### src/hw/rtl/assert_macros.svh
// Assertion macros shared by the hashed page table RTL.
// Each macro samples on clk and is disabled while rst is high.
`ifndef ASSERT_MACROS_SVH
`define ASSERT_MACROS_SVH

// A condition that holds at every clock edge.
`define HPT_ASSERT_ALWAYS(label, cond, msg) \
  label: assert property (@(posedge clk) disable iff (rst) (cond)) \
    else $error(msg);

// A consequence that holds in the same cycle as its trigger.
`define HPT_ASSERT_IMPL(label, ante, cons, msg) \
  label: assert property (@(posedge clk) disable iff (rst) (ante) |-> (cons)) \
    else $error(msg);

// A consequence that holds in the cycle after its trigger.
`define HPT_ASSERT_NEXT(label, ante, cons, msg) \
  label: assert property (@(posedge clk) disable iff (rst) (ante) |=> (cons)) \
    else $error(msg);

`endif

### src/hw/rtl/hpt_pkg.sv
// Package for the hashed page table: field widths, codes and item types.
// Used by hpt_mod_unit and hashed_page_table_top; depends on nothing.
`default_nettype none

package hpt_pkg;

  // Fixed field widths of the request and response items.
  localparam int MODE_W   = 2;
  localparam int PAGE_W   = 20;
  localparam int FRAME_W  = 16;
  localparam int STATUS_W = 2;
  localparam int BUCKET_W = 6;
  localparam int ENTRY_W  = 10;
  localparam int CFG_W    = 7;

  // Bucket count after reset.
  localparam logic [CFG_W-1:0] CFG_RESET = 7'd64;

  // Request modes.
  localparam logic [MODE_W-1:0] MODE_LOOKUP = 2'd0;
  localparam logic [MODE_W-1:0] MODE_INSERT = 2'd1;
  localparam logic [MODE_W-1:0] MODE_DELETE = 2'd2;
  localparam logic [MODE_W-1:0] MODE_CLEAR  = 2'd3;

  // Response status codes.
  localparam logic [STATUS_W-1:0] ST_DONE = 2'd0;
  localparam logic [STATUS_W-1:0] ST_MISS = 2'd1;
  localparam logic [STATUS_W-1:0] ST_FULL = 2'd2;

  // One request item.
  typedef struct packed {
    logic [MODE_W-1:0]  mode;
    logic [PAGE_W-1:0]  page;
    logic [FRAME_W-1:0] frame;
  } req_t;

  // One response item.
  typedef struct packed {
    logic [STATUS_W-1:0] status;
    logic [FRAME_W-1:0]  found_frame;
    logic [BUCKET_W-1:0] bucket_index;
    logic [ENTRY_W-1:0]  entry_count;
  } rsp_t;

endpackage

`default_nettype wire

### src/hw/rtl/hpt_mod_unit.sv
// Iterative remainder unit: page modulo bucket count, two dividend bits a cycle.
// Depends on hpt_pkg and assert_macros.svh.
`default_nettype none

`include "assert_macros.svh"

module hpt_mod_unit #(
  parameter int MAX_BUCKETS = 64
) (
  input  wire logic                                   clk,
  input  wire logic                                   rst,
  input  wire logic                                   start,
  input  wire logic [hpt_pkg::PAGE_W-1:0]             dividend,
  input  wire logic [$clog2(MAX_BUCKETS+1)-1:0]       divisor,
  output logic                                        done,
  output logic [(MAX_BUCKETS > 1 ? $clog2(MAX_BUCKETS) : 1)-1:0] remainder
);

  localparam int PAGE_W  = hpt_pkg::PAGE_W;
  localparam int BKT_W   = (MAX_BUCKETS > 1) ? $clog2(MAX_BUCKETS) : 1;
  localparam int STEPS   = (PAGE_W + 1) / 2;
  localparam int DIV_W   = 2 * STEPS;
  localparam int STEP_W  = $clog2(STEPS + 1);

  logic              busy;
  logic [STEP_W-1:0] step;
  logic [DIV_W-1:0]  shift;
  logic [BKT_W-1:0]  rem;
  logic [BKT_W:0]    dvs_ext;
  logic [BKT_W:0]    trial_hi;
  logic [BKT_W:0]    trial_lo;
  logic [BKT_W-1:0]  rem_mid;
  logic [BKT_W-1:0]  rem_next;

  // Two restoring steps per cycle; the partial remainder stays below the divisor.
  always_comb begin
    dvs_ext  = (BKT_W+1)'(divisor);
    trial_hi = {rem, shift[DIV_W-1]};
    rem_mid  = (trial_hi >= dvs_ext) ? BKT_W'(trial_hi - dvs_ext) : BKT_W'(trial_hi);
    trial_lo = {rem_mid, shift[DIV_W-2]};
    rem_next = (trial_lo >= dvs_ext) ? BKT_W'(trial_lo - dvs_ext) : BKT_W'(trial_lo);
  end

  // Step counter and control flags.
  always_ff @(posedge clk) begin
    if (rst) begin
      busy <= 1'b0;
      done <= 1'b0;
      step <= '0;
    end else begin
      done <= 1'b0;
      if (start) begin
        busy <= 1'b1;
        step <= '0;
      end else if (busy) begin
        step <= step + STEP_W'(1);
        if (step == STEP_W'(STEPS - 1)) begin
          busy <= 1'b0;
          done <= 1'b1;
        end
      end
    end
  end

  // Dividend shifter and partial remainder.
  always_ff @(posedge clk) begin
    if (start) begin
      shift <= DIV_W'(dividend);
      rem   <= '0;
    end else if (busy) begin
      shift <= shift << 2;
      rem   <= rem_next;
    end
  end

  assign remainder = rem;

  `HPT_ASSERT_IMPL(a_start_idle, start, !busy, "remainder unit started while busy")
  `HPT_ASSERT_IMPL(a_done_idle, done, !busy, "done raised while still stepping")
  `HPT_ASSERT_NEXT(a_done_pulse, done, !done, "done held for more than one cycle")

endmodule

`default_nettype wire

### config.mk
export PLATFORM = sky130hd
export DESIGN_NAME = hpt_mod_unit
export DESIGN_NICKNAME = d
export VERILOG_FILES = /design/src/hw/rtl/hpt_pkg.sv /design/src/hw/rtl/hpt_mod_unit.sv
export VERILOG_INCLUDE_DIRS = /design/src /design/src/hw/rtl
export SDC_FILE = /design/constraint.sdc
export NUM_CORES = 1
export LEC_CHECK = 0
export ABC_AREA = 1
export BUFFER_PORTS_ARGS = -buffer_cell sky130_fd_sc_hd__clkbuf_2
export CAP_MARGIN = 20
export CORE_MARGIN = 4
export CORE_UTILIZATION = 49
export CTS_CLUSTER_DIAMETER = 200
export DETAILED_ROUTE_END_ITERATION = 12
export PLACE_DENSITY = 0.82
export SYNTH_ARGS = -nofsm -noshare
export SYNTH_HDL_FRONTEND = slang
export SYNTH_SLANG_ARGS = --single-unit
### constraint.sdc
create_clock -name clk -period 2.9 [get_ports clk]
set_clock_uncertainty 0.05 [all_clocks]
set_input_delay 0.29 -clock clk [delete_from_list [all_inputs] [get_ports clk]]
set_output_delay 0.29 -clock clk [all_outputs]
set_load 0.005 [all_outputs]
**After elaboration in Yosys (flattened, before gate mapping)**

Index checks and enable logic that the tools add are counted.

- Bits of input ports: 30
- Output and inout port bits: 7
- Memories kept: 0
- Bits in latches: 0
- Logic and storage cells: 23
- Bits in writable memories: 0
- Bits in read-only memories: 0
- Flip-flop bits (word level): 32

- Bitwise operators: 1
- Muxes and demuxes: 8
- Reduce and logical (&&, ||, !) cells: 3
- Multiply operators: 0
- Div/mod/pow operators: 0
- Magnitude comparators: 2
- Equal/unequal tests: 1
- Add/sub/neg operators: 3
- Shift-type cells: 0

Operator list:

| kind | number |
|---|---|
| $mux 20 | 2 |
| $ge 7x7->1 | 2 |
| $mux 6 | 2 |
| $sub 6x6->6 | 2 |
| $add 4x1->4 const B | 1 |
| $eq 4x4->1 const B | 1 |
| $mux 1 | 4 |
| $reduce_or 3->1 | 1 |
| $reduce_bool 2->1 | 1 |
| $reduce_or 2->1 | 1 |
| $not 1->1 | 1 |

**Longest topological paths before layout**

- Depth in word-level cells: 4
- Gate-level depth with buffers: 20
- Gate-level depth less buffers: 20

**Least setup slack after synthesis**

No wires, ideal clock.

- Path kind: reg-to-reg
- From: reg shift[19]
- To: reg rem[0] (netlist: remainder[0])
- Required time: 2712 ps
- Arrival time: 2387 ps
- Buffers on the path: 0
- Stages on the path, launching flop included: 18
- Path slack: 324 ps
- Cell sequence: edfxtp_1 inv_1 ha_1 fa_1 nand3b_1 nand3_1 nand2_1 nand2_2 nand2_1 ha_1 nand2_2 inv_1 a21oi_4 nand2_2 nor2_8 nand2_2 nand3_1 o21ai_1

- Longest elaborated chain between the ends: 4
- Elaborated cells between the ends (all ways): 5

RTL lines:

| what | line | text |
|---|---|---|
| start: declaration | hpt_mod_unit.sv:27 | `logic [DIV_W-1:0] shift;` |
| start signal: assignment | hpt_mod_unit.sv:68 | `shift <= DIV_W'(dividend);` |
| start signal: assignment | hpt_mod_unit.sv:71 | `shift <= shift << 2;` |
| $sub 6x6->6 / $ge 7x7->1 (equally long branches) | hpt_mod_unit.sv:39 | `rem_mid = (trial_hi >= dvs_ext) ? BKT_W'(trial_hi - dvs_ext) : BKT_W'(trial_hi);` |
| $mux 6 (*) | hpt_mod_unit.sv:39 |  |
| $ge 7x7->1 (*) | hpt_mod_unit.sv:41 | `rem_next = (trial_lo >= dvs_ext) ? BKT_W'(trial_lo - dvs_ext) : BKT_W'(trial_lo);` |
| $mux 6 (*) | hpt_mod_unit.sv:41 |  |
| end signal: assignment | hpt_mod_unit.sv:72 | `rem <= rem_next;` |
| end: declaration | hpt_mod_unit.sv:28 | `logic [BKT_W-1:0] rem;` |

Mark *: on every way between the ends. The rest lies on a longest branch, timed or not.
A chain may end at the register's enable or synchronous reset.

**Worst setup path in the final report**

- From: reg shift[19]
- To: reg rem[5] (netlist: remainder[5])

- Longest elaborated chain between the ends: 4
- Elaborated cells between the ends (all ways): 6

RTL lines:

| what | line |
|---|---|
| $sub 6x6->6 / $ge 7x7->1 (equally long branches) | hpt_mod_unit.sv:39 |
| $mux 6 (*) | hpt_mod_unit.sv:39 |
| $sub 6x6->6 / $ge 7x7->1 (equally long branches) | hpt_mod_unit.sv:41 |
| $mux 6 (*) | hpt_mod_unit.sv:41 |

Marked as above.

==> results_dict.tcl <==
set metrics [dict create \
    core_um2 4380 \
    wl_um 4580 \
    hp-class "in -> reg" \
    first_pass_iters 4 \
    h-tree-depth 2 \
    critPathLaunchType "flop" \
    rows 24 \
    ys_seq_elements 32 \
    p_seq_share_pct 31.5 \
    power_leakage_uw 0.00138 \
    cpMaxStageDelayCell "fa_2" \
    tightest_slew_ps 823 \
    cts_root_buf "clkbuf_8" \
    synth_xor_area_share_pct 1.18 \
    viasPerCell 4.91 \
    path_cells "inv_1, ha_1, fa_2, nand3b_1, nand2_1, nand2_1, nand2_1, nand2_2, nand2_2, ha_4, nand2_2, inv_1, a21oi_4, nand2_2, nor2_8, nand3_2, nand3_1, nand2_1" \
    drtAntennaViolNets 0 \
    switching_power_uw 693 \
    antenna_found_initial 0 \
    critPathKind "reg -> reg" \
    synth_adder_area_share_pct 10.8 \
    vias 1827 \
    worstPathRequired_ps 3020 \
    powerDensity_nw_per_um2 696 \
    ir_drop_mv 0.391 \
    synth_top_area_cell "edfxtp_1" \
    start_util_pct 50.7 \
    cts_tree "built" \
    final_cell_mix "102 x nand2_1, 36 x clkbuf_2, 31 x inv_1, 20 x edfxtp_1, 18 x nand3_1" \
    grt_max_degree 26 \
    cp_num_buf_inv 2 \
    synth_top_area_share_pct 27.0 \
    die-area_um2 5680 \
    synth_compound_area_share_pct 6.25 \
    numCtsBuffers 5 \
    clkTransAtPathRegs_ps 70 \
    drv_cap 0 \
    setup_viol 0 \
    drtIter0Drc 100 \
    grt_first_pass_wirelength_um 7450 \
    finalHoldViolations 0 \
    power_frac_clock_pct 22.8 \
    relSlewSlack_pct 45.1 \
    ioPinCount 37 \
    power_uw 1820 \
    track_usage_pct 17.4 \
    period_share_pct 94.8 \
    yosys-mux-area-fraction_pct 0 \
    drt-wirelength-per-cell_um 12.3 \
    num-fill-cells 385 \
    grt_overflow 0 \
    syn_inst 278 \
    path_max_fanout 6 \
    min_period_ps 2750 \
    end_kind "flop" \
    critPathMaxStageDelay_ps 360 \
    synthesis.area_um2 2220 \
    cp.arrival_ps 2870 \
    synth_cell_types 32 \
    die_w_um 75.3 \
    status "finished, final reports clean" \
    maxSlewViolCount 0 \
    synth_area_leaders "edfxtp_1 27%, nand2_1 17%, dfxtp_1 11%" \
    synth_nets 326 \
    crit_family "simple AND/OR/NAND/NOR gates" \
    area_growth_pct 17.6 \
    place.gp.congestion 0.922 \
    cts_sinks 32 \
    internal-power_uw 1130 \
    clockBufferDepth 2 \
    fin_util_pct 59.6 \
    final_common_cell "nand2_1" \
    synth_top_family_by_area "simple AND/OR/NAND/NOR gates" \
    grt_pass1_vias 1730 \
    syn_avg_cell_area_um2 7.99 \
    n_antenna_cell 0 \
    fin_nets 367 \
    switching_share_pct 38.1 \
    io_buffers 36 \
    combPwrFrac_pct 45.6 \
    yosys.area_share.simple_pct 36.7 \
    die_y_um 75.3 \
    cts-hold-fix-buffers 0 \
    yosys_warnings 0 \
    clk_latency_ps 290 \
    layout-drive-gt1-share_pct 27.8 \
    seq_area_frac_synth_pct 37.8 \
    drcViolationCount 0 \
    dp_hpwl_um 3650 \
    whs_ps 160 \
    max_clock_freq_mhz 364 \
]
-- power groups by stage --
stage	sequential (µW)	clock, µW	combinational (µW)
floorplan	576	0	623
global placement	582	0	786
detailed placement	582	0	803
CTS	573	424	811
global route	581	441	930
finish	574	415	830
-- kinds of logic after synthesis --
family	count (synthesis)
AO/OA/AOI/OAI	18
AND/OR/NAND/NOR	165
XOR/XNOR	3
adder cells (fa/ha/maj)	18
buffers and inverters	42
flip-flops	32
-- sequential cells by signal, indices dropped and copies added, names as in the netlist --
name / count
busy: 1
done: 1
remainder: 6
shift: 20
step: 4
-- synthesized netlist by cell type, drive strengths merged --
cell and instances:
nand2 119, inv 34, nand3 29, edfxtp 20, ha 16, dfxtp 12
nor2 12, a21oi 10, buf 5, o21ai 5, clkinv 3, xnor2 3
fa 2, nand4 2, a21boi 1, nand3b 1, nor4 1, o21a 1
o21bai 1, or2 1
-- worst register-to-register path, delay by kind of cell, from the launching register on --
family	cells	cell delay [ps]
compound gates	1	170
fa+ha+maj	3	770
buf+inv	2	110
flops	1	350
simple gates	12	1190
-- repair_timing --
action	CTS	global route
setup buffers	0	1
pin swaps	1	2
resized for setup	1	5
endpoints found under the setup margin	3	6
-- metrics by stage --
stage               std cells  worst slack (ps)  setup TNS, ps  cell area, µm²
global route              372             -2.95          -2.95            2610
global placement          363              37.4              0            2460
floorplan                 278               324              0            2220
detailed placement        363             -26.3          -51.5            2460
finish                    372               150              0            2610
CTS                       371              5.51              0            2570
-- routing by layer --
metal / wire, µm / up-vias / part of all wire (%) / global-route usage [%]
li1: - / 972 / - / -
met1: 1960 / 791 / 43 / 21.1
met2: 2200 / 48 / 48 / 28.4
met3: 248 / 16 / 5.4 / 4.35
met4: 163 / 0 / 3.6 / 9.13
met5: 0 / - / 0 / 0
-- layout make-up --
| cell class | instances | area [µm²] | share of cell area [%] |
|---|---|---|---|
| clock inverter | 2 | 35.0 | 1.34 |
| tap | 52 | 65.1 | 2.49 |
| timing repair buffer | 39 | 203 | 7.76 |
| clock buffer | 6 | 72.6 | 2.78 |
| multi-input combinational | 204 | 1260 | 48.1 |
| sequential | 32 | 841 | 32.2 |
| inverter | 37 | 139 | 5.32 |
-- path summary, 6_finish.rpt --
check,startpoint,endpoint,slack (ps),cells after the start
min,rst,busy,160,2
min reg2reg,step[3],step[3],420,1
max reg2reg,shift[19],remainder[5],150,18
max,shift[19],remainder[5],150,18
Note: power is estimated with default switching activity, not from simulation.
